===== config.mk =====
export PLATFORM = sky130hd
export DESIGN_NAME = page_buffer_lru_pin_manager_top
export DESIGN_NICKNAME = d
export VERILOG_FILES = /design/src/rtl/pbm_pkg.sv /design/src/rtl/pbm_scan.sv /design/src/rtl/page_buffer_lru_pin_manager_top.sv
export SDC_FILE = /design/constraint.sdc
export NUM_CORES = 1
export LEC_CHECK = 0
export BUFFER_PORTS_ARGS = -buffer_cell sky130_fd_sc_hd__clkbuf_2
export CAP_MARGIN = 30
export CORE_MARGIN = 5
export CORE_UTILIZATION = 30
export CTS_BUF_LIST = sky130_fd_sc_hd__clkbuf_8
export DETAILED_ROUTE_END_ITERATION = 12
export RECOVER_POWER = 100
export REMOVE_ABC_BUFFERS = 1
export SYNTH_ARGS = -nofsm -noshare
export SYNTH_HDL_FRONTEND = slang
export SYNTH_SLANG_ARGS = --single-unit

===== constraint.sdc =====
create_clock -name clock -period 15 [get_ports clock]
set_clock_uncertainty 0.2 [all_clocks]
set_input_delay 2.25 -clock clock [delete_from_list [all_inputs] [get_ports clock]]
set_output_delay 2.25 -clock clock [all_outputs]
set_load 0.02 [all_outputs]

===== src/rtl/pbm_pkg.sv =====
// shared request/response types and codes for the page buffer lru pin manager
package pbm_pkg;

   typedef enum logic [1:0] {
      MODE_FETCH = 2'd0,
      MODE_NEW   = 2'd1,
      MODE_UNPIN = 2'd2,
      MODE_FLUSH = 2'd3
   } mode_type;

   typedef enum logic [1:0] {
      ST_DONE     = 2'd0,
      ST_PLACED   = 2'd1,
      ST_NO_FRAME = 2'd2,
      ST_ABSENT   = 2'd3
   } status_type;

   typedef struct packed {
      mode_type    mode;
      logic [31:0] page_number;
      logic        set_dirty;
   } req_type;

   typedef struct packed {
      status_type  status;
      logic [3:0]  frame_index;
      logic        load_request;
      logic        writeback_valid;
      logic [31:0] writeback_page;
      logic [3:0]  writeback_frame;
   } rsp_type;

endpackage


===== src/rtl/pbm_scan.sv =====
// frame scan unit: one shared tag compare and rank compare stepped over all frames
module pbm_scan #(
   parameter int FRAMES    = 16,
   parameter int PAGE_BITS = 32,
   parameter int PIN_BITS  = 8
) (
   input  logic                        clock,
   input  logic                        reset,
   input  logic                        scan_start,
   input  logic [PAGE_BITS-1:0]        page,
   input  logic                        entry_valid,
   input  logic [PAGE_BITS-1:0]        entry_tag,
   input  logic [PIN_BITS-1:0]         entry_pin,
   input  logic                        entry_dirty,
   input  logic [$clog2(FRAMES)-1:0]   entry_rank,
   output logic [$clog2(FRAMES)-1:0]   idx,
   output logic                        done,
   output logic                        hit_found,
   output logic [$clog2(FRAMES)-1:0]   hit_idx,
   output logic [$clog2(FRAMES)-1:0]   hit_rank,
   output logic [PIN_BITS-1:0]         hit_pin,
   output logic                        hit_dirty,
   output logic [PAGE_BITS-1:0]        hit_tag,
   output logic                        inv_found,
   output logic [$clog2(FRAMES)-1:0]   inv_idx,
   output logic                        vic_found,
   output logic [$clog2(FRAMES)-1:0]   vic_idx,
   output logic [$clog2(FRAMES)-1:0]   vic_rank,
   output logic                        vic_dirty,
   output logic [PAGE_BITS-1:0]        vic_tag,
   output logic [$clog2(FRAMES):0]     count
);
   import pbm_pkg::*;

   localparam int FIDX = $clog2(FRAMES);

   logic              active_ff, done_ff;
   logic [FIDX-1:0]   idx_ff;
   logic              hit_found_ff, inv_found_ff, vic_found_ff;
   logic [FIDX-1:0]   hit_idx_ff, hit_rank_ff, inv_idx_ff, vic_idx_ff, vic_rank_ff;
   logic [PIN_BITS-1:0] hit_pin_ff;
   logic              hit_dirty_ff, vic_dirty_ff;
   logic [PAGE_BITS-1:0] hit_tag_ff, vic_tag_ff;
   logic [FIDX:0]     count_ff;
   logic              is_hit, is_inv, is_vic;

   assign is_hit = entry_valid && (entry_tag == page) && !hit_found_ff;
   assign is_inv = !entry_valid && !inv_found_ff;
   // strict compare keeps the lowest index among equal ranks
   assign is_vic = entry_valid && (entry_pin == '0)
                   && (!vic_found_ff || (entry_rank < vic_rank_ff));

   always_ff @(posedge clock) begin
      if (reset) begin
         active_ff    <= 1'b0;
         done_ff      <= 1'b0;
         idx_ff       <= '0;
         hit_found_ff <= 1'b0;
         inv_found_ff <= 1'b0;
         vic_found_ff <= 1'b0;
         count_ff     <= '0;
      end else begin
         done_ff <= 1'b0;
         if (scan_start) begin
            active_ff    <= 1'b1;
            idx_ff       <= '0;
            hit_found_ff <= 1'b0;
            inv_found_ff <= 1'b0;
            vic_found_ff <= 1'b0;
            count_ff     <= '0;
         end else if (active_ff) begin
            if (entry_valid) count_ff <= count_ff + 1'b1;
            if (is_hit) hit_found_ff <= 1'b1;
            if (is_inv) inv_found_ff <= 1'b1;
            if (is_vic) vic_found_ff <= 1'b1;
            if (idx_ff == FIDX'(FRAMES - 1)) begin
               active_ff <= 1'b0;
               done_ff   <= 1'b1;
            end else begin
               idx_ff <= idx_ff + 1'b1;
            end
         end
      end
   end

   // captured entry fields, no reset needed
   always_ff @(posedge clock) begin
      if (active_ff && !scan_start) begin
         if (is_hit) begin
            hit_idx_ff   <= idx_ff;
            hit_rank_ff  <= entry_rank;
            hit_pin_ff   <= entry_pin;
            hit_dirty_ff <= entry_dirty;
            hit_tag_ff   <= entry_tag;
         end
         if (is_inv) inv_idx_ff <= idx_ff;
         if (is_vic) begin
            vic_idx_ff   <= idx_ff;
            vic_rank_ff  <= entry_rank;
            vic_dirty_ff <= entry_dirty;
            vic_tag_ff   <= entry_tag;
         end
      end
   end

   assign idx       = idx_ff;
   assign done      = done_ff;
   assign hit_found = hit_found_ff;
   assign hit_idx   = hit_idx_ff;
   assign hit_rank  = hit_rank_ff;
   assign hit_pin   = hit_pin_ff;
   assign hit_dirty = hit_dirty_ff;
   assign hit_tag   = hit_tag_ff;
   assign inv_found = inv_found_ff;
   assign inv_idx   = inv_idx_ff;
   assign vic_found = vic_found_ff;
   assign vic_idx   = vic_idx_ff;
   assign vic_rank  = vic_rank_ff;
   assign vic_dirty = vic_dirty_ff;
   assign vic_tag   = vic_tag_ff;
   assign count     = count_ff;

endmodule


===== src/rtl/page_buffer_lru_pin_manager_top.sv =====
// top level: frame state, request sequencer and response register
//
//   channel   ports                          transfer when
//   request   start, busy, req_payload       start && !busy
//   response  rsp_strobe, rsp_payload        rsp_strobe (one cycle)
//
// each request is latched, then the scan is launched and steps through the
// frame table with the shared compare unit, and the update is applied at its end.
// the response strobes in the cycle after the update, when busy is already low.
// reset clears valid, pin, dirty and rank state at once; tags are not cleared.
// the receiver cannot stall; start is ignored while busy.
module page_buffer_lru_pin_manager_top #(
   parameter int FRAMES    = 16,
   parameter int PAGE_BITS = 32,
   parameter int PIN_BITS  = 8
) (
   input  logic             clock,
   input  logic             reset,
   input  logic             start,
   output logic             busy,
   input  pbm_pkg::req_type req_payload,
   output logic             rsp_strobe,
   output pbm_pkg::rsp_type rsp_payload
);
   import pbm_pkg::*;

   localparam int FIDX = $clog2(FRAMES);

   typedef enum logic [1:0] {S_IDLE, S_LAUNCH, S_SCAN} state_type;

   state_type            state_ff;
   req_type              req_ff;
   rsp_type              rsp_ff;
   logic                 strobe_ff;

   logic [PAGE_BITS-1:0] tag_ff   [FRAMES];
   logic [FRAMES-1:0]    valid_ff;
   logic [PIN_BITS-1:0]  pin_ff   [FRAMES];
   logic [FRAMES-1:0]    dirty_ff;
   logic [FIDX-1:0]      rank_ff  [FRAMES];

   logic [63:0]          page_wide;
   logic [PAGE_BITS-1:0] page;
   logic [FIDX-1:0]      idx;
   logic                 done;
   logic                 hit_found, inv_found, vic_found, hit_dirty, vic_dirty;
   logic [FIDX-1:0]      hit_idx, hit_rank, inv_idx, vic_idx, vic_rank;
   logic [PIN_BITS-1:0]  hit_pin;
   logic [PAGE_BITS-1:0] hit_tag, vic_tag;
   logic [FIDX:0]        count;

   // action decode
   logic [FIDX-1:0]      act_f, act_r, act_rank;
   logic                 act_shift, we_rank, we_pin, we_dirty, we_fill;
   logic [PIN_BITS-1:0]  act_pin;
   logic                 act_dirty;
   rsp_type              rsp_in;
   logic [63:0]          wb_wide, fi_wide;

   assign page_wide = 64'(req_ff.page_number);
   assign page      = page_wide[PAGE_BITS-1:0];

   pbm_scan #(.FRAMES(FRAMES), .PAGE_BITS(PAGE_BITS), .PIN_BITS(PIN_BITS)) u_scan (
      .clock       (clock),
      .reset       (reset),
      .scan_start  (state_ff == S_LAUNCH),
      .page        (page),
      .entry_valid (valid_ff[idx]),
      .entry_tag   (tag_ff[idx]),
      .entry_pin   (pin_ff[idx]),
      .entry_dirty (dirty_ff[idx]),
      .entry_rank  (rank_ff[idx]),
      .idx         (idx),
      .done        (done),
      .hit_found   (hit_found),
      .hit_idx     (hit_idx),
      .hit_rank    (hit_rank),
      .hit_pin     (hit_pin),
      .hit_dirty   (hit_dirty),
      .hit_tag     (hit_tag),
      .inv_found   (inv_found),
      .inv_idx     (inv_idx),
      .vic_found   (vic_found),
      .vic_idx     (vic_idx),
      .vic_rank    (vic_rank),
      .vic_dirty   (vic_dirty),
      .vic_tag     (vic_tag),
      .count       (count)
   );

   always_comb begin
      act_f     = hit_idx;
      act_r     = hit_rank;
      act_rank  = FIDX'(count - 1'b1);
      act_shift = 1'b0;
      we_rank   = 1'b0;
      we_pin    = 1'b0;
      we_dirty  = 1'b0;
      we_fill   = 1'b0;
      act_pin   = hit_pin;
      act_dirty = hit_dirty;
      wb_wide   = 64'(hit_tag);
      rsp_in    = '0;
      rsp_in.status = ST_DONE;
      case (req_ff.mode)
         MODE_FETCH, MODE_NEW: begin
            if (hit_found) begin
               act_shift = 1'b1;
               we_rank   = 1'b1;
               we_pin    = 1'b1;
               act_pin   = (hit_pin == '1) ? hit_pin : hit_pin + 1'b1;
            end else if (inv_found || vic_found) begin
               we_rank   = 1'b1;
               we_pin    = 1'b1;
               we_dirty  = 1'b1;
               we_fill   = 1'b1;
               act_pin   = PIN_BITS'(1);
               act_dirty = 1'b0;
               rsp_in.status       = ST_PLACED;
               rsp_in.load_request = (req_ff.mode == MODE_FETCH);
               if (inv_found) begin
                  act_f    = inv_idx;
                  act_rank = FIDX'(count);
               end else begin
                  act_f     = vic_idx;
                  act_r     = vic_rank;
                  act_shift = 1'b1;
                  wb_wide   = 64'(vic_tag);
                  rsp_in.writeback_valid = vic_dirty;
               end
            end else begin
               rsp_in.status = ST_NO_FRAME;
            end
         end
         MODE_UNPIN: begin
            if (hit_found) begin
               we_pin    = 1'b1;
               we_dirty  = 1'b1;
               act_pin   = (hit_pin == '0) ? hit_pin : hit_pin - 1'b1;
               act_dirty = hit_dirty | req_ff.set_dirty;
            end else begin
               rsp_in.status = ST_ABSENT;
            end
         end
         MODE_FLUSH: begin
            if (hit_found) begin
               we_dirty  = 1'b1;
               act_dirty = 1'b0;
               rsp_in.writeback_valid = hit_dirty;
            end else begin
               rsp_in.status = ST_ABSENT;
            end
         end
         default: rsp_in.status = ST_ABSENT;
      endcase
      fi_wide = 64'(act_f);
      if (rsp_in.status == ST_DONE || rsp_in.status == ST_PLACED)
         rsp_in.frame_index = fi_wide[3:0];
      if (rsp_in.writeback_valid) begin
         rsp_in.writeback_page  = wb_wide[31:0];
         rsp_in.writeback_frame = fi_wide[3:0];
      end
   end

   always_ff @(posedge clock) begin
      if (reset) begin
         state_ff  <= S_IDLE;
         strobe_ff <= 1'b0;
      end else begin
         strobe_ff <= 1'b0;
         case (state_ff)
            S_IDLE: begin
               if (start) begin
                  req_ff   <= req_payload;
                  state_ff <= S_LAUNCH;
               end
            end
            S_LAUNCH: state_ff <= S_SCAN;
            S_SCAN: begin
               if (done) begin
                  rsp_ff    <= rsp_in;
                  strobe_ff <= 1'b1;
                  state_ff  <= S_IDLE;
               end
            end
            default: state_ff <= S_IDLE;
         endcase
      end
   end

   // frame table update, all ranks adjusted in parallel
   always_ff @(posedge clock) begin
      if (reset) begin
         valid_ff <= '0;
         dirty_ff <= '0;
         for (int i = 0; i < FRAMES; i++) begin
            pin_ff[i]  <= '0;
            rank_ff[i] <= '0;
         end
      end else if (state_ff == S_SCAN && done) begin
         for (int i = 0; i < FRAMES; i++) begin
            if (FIDX'(i) != act_f) begin
               if (act_shift && valid_ff[i] && rank_ff[i] > act_r)
                  rank_ff[i] <= rank_ff[i] - 1'b1;
            end else begin
               if (we_rank)  rank_ff[i]  <= act_rank;
               if (we_pin)   pin_ff[i]   <= act_pin;
               if (we_dirty) dirty_ff[i] <= act_dirty;
               if (we_fill)  valid_ff[i] <= 1'b1;
            end
         end
      end
   end

   always_ff @(posedge clock) begin
      if (state_ff == S_SCAN && done && we_fill) tag_ff[act_f] <= page;
   end

   assign busy        = (state_ff != S_IDLE);
   assign rsp_strobe  = strobe_ff;
   assign rsp_payload = rsp_ff;

   a_start_busy: assert property (@(posedge clock) disable iff (reset)
      start && !busy |=> busy) else $error("accepted request did not raise busy");
   a_rsp_after_busy: assert property (@(posedge clock) disable iff (reset)
      rsp_strobe |-> $past(busy)) else $error("response without a request in flight");
   a_load_only_placed: assert property (@(posedge clock) disable iff (reset)
      rsp_strobe && rsp_payload.status != ST_PLACED |-> !rsp_payload.load_request)
      else $error("load request outside placement");

endmodule


After elaboration in Yosys (flattened, before gate mapping)
Memory sizes are Yosys's and may differ from the RTL's. A register that Yosys moved wholly into a read port is not among the register bits.
Cells that the tools add are included.
{ "totals": {"mem_bits_rw": 704, "input_bits": 38, "ff_bits": 222, "n_memories": 3, "wordCells": 631, "output_inout_bits": 46} }
{ "op_classes": {"n_bitwise": 71, "n_addsub": 21, "n_reduce_logical": 104, "n_lt_le_gt_ge": 18, "n_mux": 328, "eq_ne": 26} }
{ "mem_list": {"columns": ["name", "words", "word_bits", "read_ports", "rd_clocked_by_memory_dff", "write_ports", "line_no", "text"], "rows": [
  ["tag_ff", 16, 32, 1, 1, 1, "page_buffer_lru_pin_manager_top.sv:36", "logic [PAGE_BITS-1:0] tag_ff [FRAMES];"],
  ["pin_ff", 16, 8, 1, 1, 16, "page_buffer_lru_pin_manager_top.sv:38", "logic [PIN_BITS-1:0] pin_ff [FRAMES];"],
  ["rank_ff", 16, 4, 17, 1, 16, "page_buffer_lru_pin_manager_top.sv:40", "logic [FIDX-1:0] rank_ff [FRAMES];"]
]} }
{ "op_table": {"columns": ["operator", "count"], "rows": [
  ["two-way mux 1 bit", 239],
  ["two-way mux 4 bit", 50],
  ["two-way mux 8 bit", 21],
  ["two-way mux 32 bit", 4],
  ["AND reduction 3 bit", 34],
  ["subtractor 4 x 1 -> 4 bit, second input constant", 17],
  ["greater-than comparator 4 bit", 16],
  ["OR 1 bit", 49],
  ["logical AND 1 bit", 40],
  ["equality test 32 bit", 1],
  ["!= test 4 bit, first input constant", 8],
  ["inverter 1 bit", 22],
  ["AND reduction 2 bit", 9],
  ["zero test 8 bit", 2],
  ["!= test 3 x 4 -> 1 bit, first input constant", 4],
  ["one-hot mux 8 bit (2 select lines)", 1],
  ["two-way mux 2 bit", 5],
  ["adder 8 x 1 -> 8 bit, second input constant", 1],
  ["binary-select mux 1 bit (select 4 bit)", 2],
  ["equality test 8 bit, second input constant", 1],
  ["!= test 2 x 4 -> 1 bit, first input constant", 2],
  ["OR reduction 2 bit", 4],
  ["subtractor 8 x 1 -> 8 bit, second input constant", 1],
  ["equality test 2 x 1 -> 1 bit, second input constant", 3],
  ["19 further kinds", 32]
]} }

Depth between registers and ports, before layout
Gate-level depths: netlist of the first run.
{ "logic_depth": {"ltp_word": 13, "mapped_depth": 14, "depth_no_buf": 12} }

Modules after synthesis
From an unflattened synthesis of the first run, not the netlist that was laid out.
{ "hier_totals": {"cells_unflattened": 2280, "area_unflattened_um2": 39561.7} }
{ "modules_own_cells": {"columns": ["mod", "cells_each", "seq_area_each_um2", "n_inst", "area_per_inst_um2"], "rows": [
  ["page_buffer_lru_pin_manager_top", 2064, 24213.2, 1, 35719.3],
  ["pbm_scan", 216, 3103.0, 1, 3842.4]
]} }

Worst setup path after synthesis of the first run
OpenSTA, ideal clock, no wires.
{ "synth_path": {"path_type": "register to register", "from": "reg (tool-made name)", "to": "reg u_scan.vic_dirty_ff (netlist: u_scan.vic_dirty), enable pin", "stages_incl_launch_ff": 13, "required_time_ns": 14.310, "path_slack_ns": 8.112, "setup_ns": 0.490, "t_arrival_ns": 6.198, "path_buffers": 5, "cell_sequence": "dfxtp_1 -> buf_4 -> buf_2 -> buf_2 -> buf_2 -> buf_2 -> mux4_2 -> mux4_2 -> ha_1 -> a21o_1 -> a211oi_1 -> nor2_1 -> nor3_1"} }
{ "synth_rtl": {"columns": ["element", "line_no", "text"], "rows": [
  ["to (signal assigned)", "pbm_scan.sv:100", "vic_dirty_ff <= entry_dirty;"],
  ["to (decl)", "pbm_scan.sv:42", "logic hit_dirty_ff, vic_dirty_ff;"]
]} }

==> results of run 1 <==
stage by stage:
stage	utilization [%]	total power [uW]	hold WS [ns]
final	34.13	5289	0.3096
after global routing	34.13	5498	0.3303
after floorplan	-	3125	0.2548
after CTS	34.38	5345	0.3081
after global placement	32.14	3190	0.2879
after detailed placement	32.19	3194	0.2926
cell usage after synthesis, drive strengths merged, types with 50 or more instances:
cell type / n
inv: 65
edfxtp: 877
a21oi: 89
nand2: 192
mux2i: 88
o21ai: 50
ha: 89
dfxtp: 52
buf: 56
nor3: 61
clkbuf: 73
nor2: 197
xnor2: 54
mux4: 183
layout make-up:
cell class | count | share of cell area, %
Antenna cell | 1 | 0.005508
Clock buffer | 155 | 4.696
Clock inverter | 124 | 1.738
Inverter | 65 | 0.5370
Multi-Input combinational cell | 1402 | 26.28
Sequential cell | 929 | 60.28
Tap cell | 1768 | 4.869
Timing Repair Buffer | 151 | 1.595
cell usage in the layout (no fill, tap or decap), drive strengths merged, types with 46 or more instances in the layout:
cell type and count:
edfxtp 877, clkbuf 284, nor2 197, nand2 192
mux4 183, inv 115, ha 89, a21oi 89
mux2i 88, nor3 61, clkinv 61, xnor2 54
dfxtp 52, o21ai 50, o22ai 47, nand3 46
metal layers:
layer / part of all wire, % / up-vias / global-route usage, %
met3: 8.9 / 169 / 3.941
met1: 44 / 11960 / 21.43
met5: 0 / - / 0
met2: 45 / 984 / 22.83
li1: - / 10290 / -
met4: 2.5 / 0 / 4.855
path summary, 6_finish.rpt:
path	from	end	slack, ns
worst max-delay path	flop	u_scan.hit_tag[23]	5.78
worst min-delay path	valid_ff[7]	valid_ff[7]	0.31
worst max register to register	flop	u_scan.hit_tag[23]	5.78
worst min register to register	valid_ff[7]	valid_ff[7]	0.31
flip-flops by register name (all words and copies together) (netlist names), 2 cells and up, named ones only:
register,count
page,32
pin_ff,128
u_scan.hit_pin,8
u_scan.vic_rank,4
u_scan.count,4
req_ff,3
u_scan.vic_idx,4
valid_ff,16
rsp_payload,44
u_scan.idx,4
tag_ff,512
dirty_ff,16
u_scan.hit_rank,4
u_scan.hit_idx,4
u_scan.vic_tag,32
u_scan.inv_idx,4
rank_ff,64
state_ff,2
u_scan.hit_tag,32
power by group through the flow:
stage,Sequential (uW),Combinational [uW],Clock (uW)
6_report,2910,234,2150
5_1_grt,2910,255,2330
4_1_cts,2900,236,2200
3_5_place_dp,2960,235,0
3_3_place_gp,2960,233,0
2_1_floorplan,2960,168,0
worst register-to-register path: stages, from the launching register on:
cell	delay (ns)
dfxtp_1	1.16
clkbuf_1	2.27
inv_1	0.34
clkbuf_1	0.87
mux2i_1	0.40
mux2i_1	0.16
xnor2_1	0.35
nand4_1	0.15
nor4b_1	0.65
nand4_1	0.26
nor2_1	1.33
buf_4	0.67
cells by family after synthesis:
| kind of cell | count (synthesis) |
|---|---|
| mux | 281 |
| compound gates | 322 |
| buf+inv | 194 |
| flops | 929 |
| simple gates | 640 |
| fa+ha+maj | 89 |
| xor+xnor | 70 |
==> impl_metrics.toml, run 1 <==
[cts]
clkTransAtPathRegs_ns = 0.07
ctsResizeCount = 0
clockBufferDepth = 3
htree_num_levels = 4
worstSkewPairLatency_ns = 0.85
clock-root-buffer = "clkbuf_8"
post-cts-setup-buffer-count = 0
numCtsBuffers = 154
cts_tree = "yes"
cts.sinks = 929
postCtsHoldBufs = 0

[placed_design]
dp_hpwl_mm = 65.23
place_area_mm2 = 0.04285
gp_congestion = 0.8296
pre_cts_slack_ns = 9.110
dp_cells = 4315
numPortBuffers = 83

[global_routing]
grt_first_pass_wirelength_mm = 157.9
antenna_found_initial = 4
grt-ovfl-total = 0
grt_pass1_vias = 23120
track_usage_pct = 15.14
grt_max_degree = 54

[critical_path]
crit_path_start_kind = "flop"
rr_worst_depth = 11
crit_buf_inv = 4
crit_type = "flop to flop"
path_cells = "clkbuf_1, inv_1, clkbuf_1, mux2i_1, mux2i_1, xnor2_1, nand4_1, nor4b_1, nand4_1, nor2_1, buf_4"
worstPathArrival_ns = 9.48
slowest_stage = "clkbuf_1"
cp_num_cells = 11
cp_slowest_stage_delay_ns = 2.27
cp_top_family = "buffers and inverters"
required_ns = 15.26
cp_max_fo = 53
critPathCaptureType = "flop"

[synthesis]
synth_edf_count = 877
synth_compound_area_share_pct = 5.147
yosys.area.top_type = "edfxtp_1"
syn_avg_cell_area_um2 = 15.86
yosys_most_used_dff = "edfxtp_1"
synth-xor-area-share_pct = 1.531
netlist_area_mm2 = 0.04004
synthDominantCellAreaShare_pct = 65.78
synth.ff_latch_count = 929
synthMuxAreaShare_pct = 12.78
ys_warn_count = 0
async_flop_share_pct = 0
synthTopCellsByArea = "edfxtp_1 66%, mux4_2 10%, ha_1 2.8%, dfxtp_1 2.6%, mux2i_1 2.2%"
synthSimpleGateAreaFrac_pct = 7.375
syn-instance-count = 2525
yosysSeqAreaShare_pct = 68.38
synth_fa_ha_area_share_pct = 2.781
synth_cell_types = 67
synth_top_family_by_area = "multiplexers"

[routing]
antenna_left = 0
vias = 23400
drt_wl_total_mm = 108.9
drt_iter0_markers = 2658
routedWlPerCell_um = 23.70
drt-pass1-iter-count = 5
drcViolationCount = 0
vias_per_cell = 5.092

[floorplanning]
die_w_um = 375.3
fp.dieArea_mm2 = 0.1409
num_rows = 134
die_h_um = 375.3
coreArea_mm2 = 0.1331
start_util_pct = 30.07
ios = 84

[sta]
drv_slew = 1007
timing.slew.headroom_pct = -144.7
fin_crit_sh_pct = 61.47
final-setup-viol-count = 0
period_minus_slack_ns = 9.220
fmax_ghz = 0.1085
fin_ws_ns = 5.780
fin_setup_tns_ns = 0
rsz0062_at_grt = "no"
hold_viol_final = 0
tightestPinTransition_ns = 3.670

[power]
power.density_mw_per_mm2 = 116.4
p_switching_uw = 1227
p_clk_share_pct = 40.6
comb_power_share_pct = 4.4
p_leak_uw = 0.01477
peakVddDrop_uv = 84.05
p_int_uw = 4062
seq_power_share_pct = 54.9
p_sw_share_pct = 23.20

[layout]
multi_input_area_mm2 = 0.01194
nFillCells = 12840
seq_area_mm2 = 0.02738
instances_no_fill = 4595
drive_above_1_share_pct = 16.28
post-route-cell-area_mm2 = 0.04543
final_nets = 2830
area.growth.synth_to_final_pct = 13.48

[run_status]
violations = "max-capacitance violations, max-slew violations"
outcome = "finished, violations left"

[worst_hold_path]
worstHoldPathType = "flop to flop"
min_delay_path_depth = 1

[job]
drv_cap = 32
No activity file was read; power rests on OpenSTA's default activity.
==> inputs of run 2 (changes only) <==
Settings changed: ABC_AREA from default to 1.
Clock period 15 ns to 7.6 ns, I/O delays scaled along.
==> run 2 against run 1 <==
The flow still finishes with violations (max-capacitance violations, max-slew violations). Non-clock buffer count shrank 3. Worst hold slack lost 0.055 ns. Wire length grew 8.8%. Sequential share of layout area shrank 1.5 points. Clock power grew 88%. Final cell count grew 30%. Global-route usage grew 0.60 points. Register-to-register slack lost 4.4 ns. Critical path type is now primary input to flop. Largest power group unchanged. Highest routed layer unchanged.
==> impl_metrics.toml, run 2 <==
[layout]
instances_no_fill = 5982
regMostFlops = "tag_ff"
layout_common_cells = "915 x nand2_1, 877 x edfxtp_1, 437 x inv_1, 433 x nor2_1, 314 x nand3_1"
mostFrequentLayoutCell = "nand2_1"
drive_above_1_share_pct = 6.708
final_nets = 4185
area.growth.synth_to_final_pct = 11.46
fin_util_pct = 33.53
largest_reg_flops = 512
reg.largest.list = "tag_ff: 512 flops, pin_ff: 128 flops, rank_ff: 64 flops"

[critical_path]
path_cells = "clkbuf_2, clkbuf_1, inv_1, clkbuf_1, o21ai_1"
slowest_stage = "clkbuf_1"
crit_type = "primary input to flop"
required_ns = 7.68
cp_common_cell = "clkbuf_1"
cp_slowest_stage_delay_ns = 2.25
critPathCaptureType = "flop"
crit_path_start_kind = "primary input"
cp_max_fo = 60
worstPathArrival_ns = 6.30

[floorplanning]
num_rows = 137
ios = 84
die_w_um = 383.1
die_h_um = 383.1
start_util_pct = 30.08
fp.dieArea_mm2 = 0.1468
coreArea_mm2 = 0.1388

[placed_design]
dp_hpwl_mm = 67.58
gp_congestion = 0.8467
numPortBuffers = 83
pre_cts_slack_ns = 2.366
dp_cells = 5709

[routing]
drcViolationCount = 0
vias = 29600
antenna_left = 0
drt-pass1-iter-count = 7
routedWlPerCell_um = 19.81
vias_per_cell = 4.949
drt_iter0_markers = 3255
drt_wl_total_mm = 118.5

[synthesis]
synth.ff_latch_count = 929
synthDominantCellAreaShare_pct = 63.06
netlist_area_mm2 = 0.04176
synth_cell_types = 54
yosys.area.top_type = "edfxtp_1"
yosysSeqAreaShare_pct = 65.55
ys_warn_count = 0
synthMostInstantiatedCell = "nand2_1"
synth_edf_count = 877
ys_top_cells_by_count = "913 x nand2_1, 877 x edfxtp_1, 428 x nor2_1, 364 x inv_1, 313 x nand3_1"
syn_avg_cell_area_um2 = 10.59
syn-instance-count = 3943
async_flop_share_pct = 0
synthTopCellsByArea = "edfxtp_1 63%, nand2_1 8.2%, nor2_1 3.8%, nand3_1 3.8%, inv_1 3.3%"
yosys_most_used_dff = "edfxtp_1"

[sta]
worst_hold_slack_ns = 0.2549
tightestPinTransition_ns = 3.415
final-setup-viol-count = 0
timing.slew.headroom_pct = -127.7
period_minus_slack_ns = 6.223
rsz0062_at_grt = "no"
fmax_ghz = 0.1607
fin_crit_sh_pct = 81.88
drv_slew = 633
fin_ws_ns = 1.377
hold_viol_final = 0

[worst_hold_path]
worstHoldPathType = "primary input to flop"

[global_routing]
grt-ovfl-total = 0
grt_first_pass_wirelength_mm = 176.0
track_usage_pct = 15.74
grt_pass1_vias = 28200
grt_max_degree = 195
antenna_found_initial = 1

[run_status]
violations = "max-capacitance violations, max-slew violations"
outcome = "finished, violations left"

[cts]
post-cts-setup-buffer-count = 0
clock-root-buffer = "clkbuf_8"
worstSkewPairLatency_ns = 0.87
cts_tree = "yes"
numCtsBuffers = 151
htree_num_levels = 4
postCtsHoldBufs = 0
clkTransAtPathRegs_ns = 0.06
ctsResizeCount = 0
cts.sinks = 929
clockBufferDepth = 3

[power]
power.density_mw_per_mm2 = 223.6
peakVddDrop_uv = 166.4
finalPower_uw = 10410
p_leak_uw = 0.01770

[job]
drv_cap = 21
run 2: cell types whose count changed in the layout (fill, tap and decap cells not counted), moves of 59 or more:
cell / before / now
o21ai_0: 47 / 264
nand3_1: 46 / 314
inv_1: 107 / 437
mux4_2: 183 / 0
nand2_1: 191 / 915
nor2_1: 197 / 433
o211ai_1: 13 / 72
mux2i_1: 88 / 0
run 2: area by class of cell:
class                      count  area [um^2]
fill                       13990        92290
sequential                   929        27380
multi-input combinational   2441        11930
tap                         1807         2261
clock buffer                 160         2202
inverter                     387         1468
timing repair buffer         148        764.5
clock inverter               109        540.5
antenna                        1        2.502
run 2: cells by family after synthesis:
| family | Yosys count | synth area share [%] |
|---|---|---|
| AO/OA/AOI/OAI | 567 | 7.954 |
| XOR/XNOR | 38 | 0.7969 |
| adder cells (fa/ha/maj) | 89 | 2.666 |
| buffers and inverters | 573 | 5.806 |
| flip-flops | 929 | 65.55 |
| AND/OR/NAND/NOR | 1747 | 17.23 |
run 2: path summary, 6_finish.rpt:
path                    startpoint        endpoint  slack (ns)  cells after the start
setup / recovery             reset   pin_ff[12][4]        1.38                      5
hold reg to reg        dirty_ff[2]     dirty_ff[2]        0.25                      2
hold / removal      req_payload[7]         page[6]        0.25                      1
setup reg to reg  u_scan.hit_found  tag_ff[12][15]        1.40                     11
run 2: critical path, delay by kind of cell:
kind / cells / cell delay (ns)
buffers and inverters: 4 / 3.96
AO/OA/AOI/OAI: 1 / 1.17
run 2: report_power, final:
part	internal, uW	switching, uW	total [uW]
clock	1970	2080	4050
combinational	184	426	610
sequential	5660	86.2	5750
run 2: metrics by stage:
step	TNS, ns	instance area, um^2
after floorplan	-872.81	40800
after global placement	0	44110
after detailed placement	0	44150
after CTS	0	46890
after global routing	0	46550
final	0	46550
run 2: metal layers:
layer  part of all wire (%)  GRT usage (%)  vias to the layer above  wire, um
met4                    2.4          5.486                        0      2821
met1                     44          21.89                    14360     52380
li1                       -              -                    13800         -
met5                      0              0                        -         0
met2                     45          24.45                     1242     53470
met3                    8.3          3.275                      199      9836
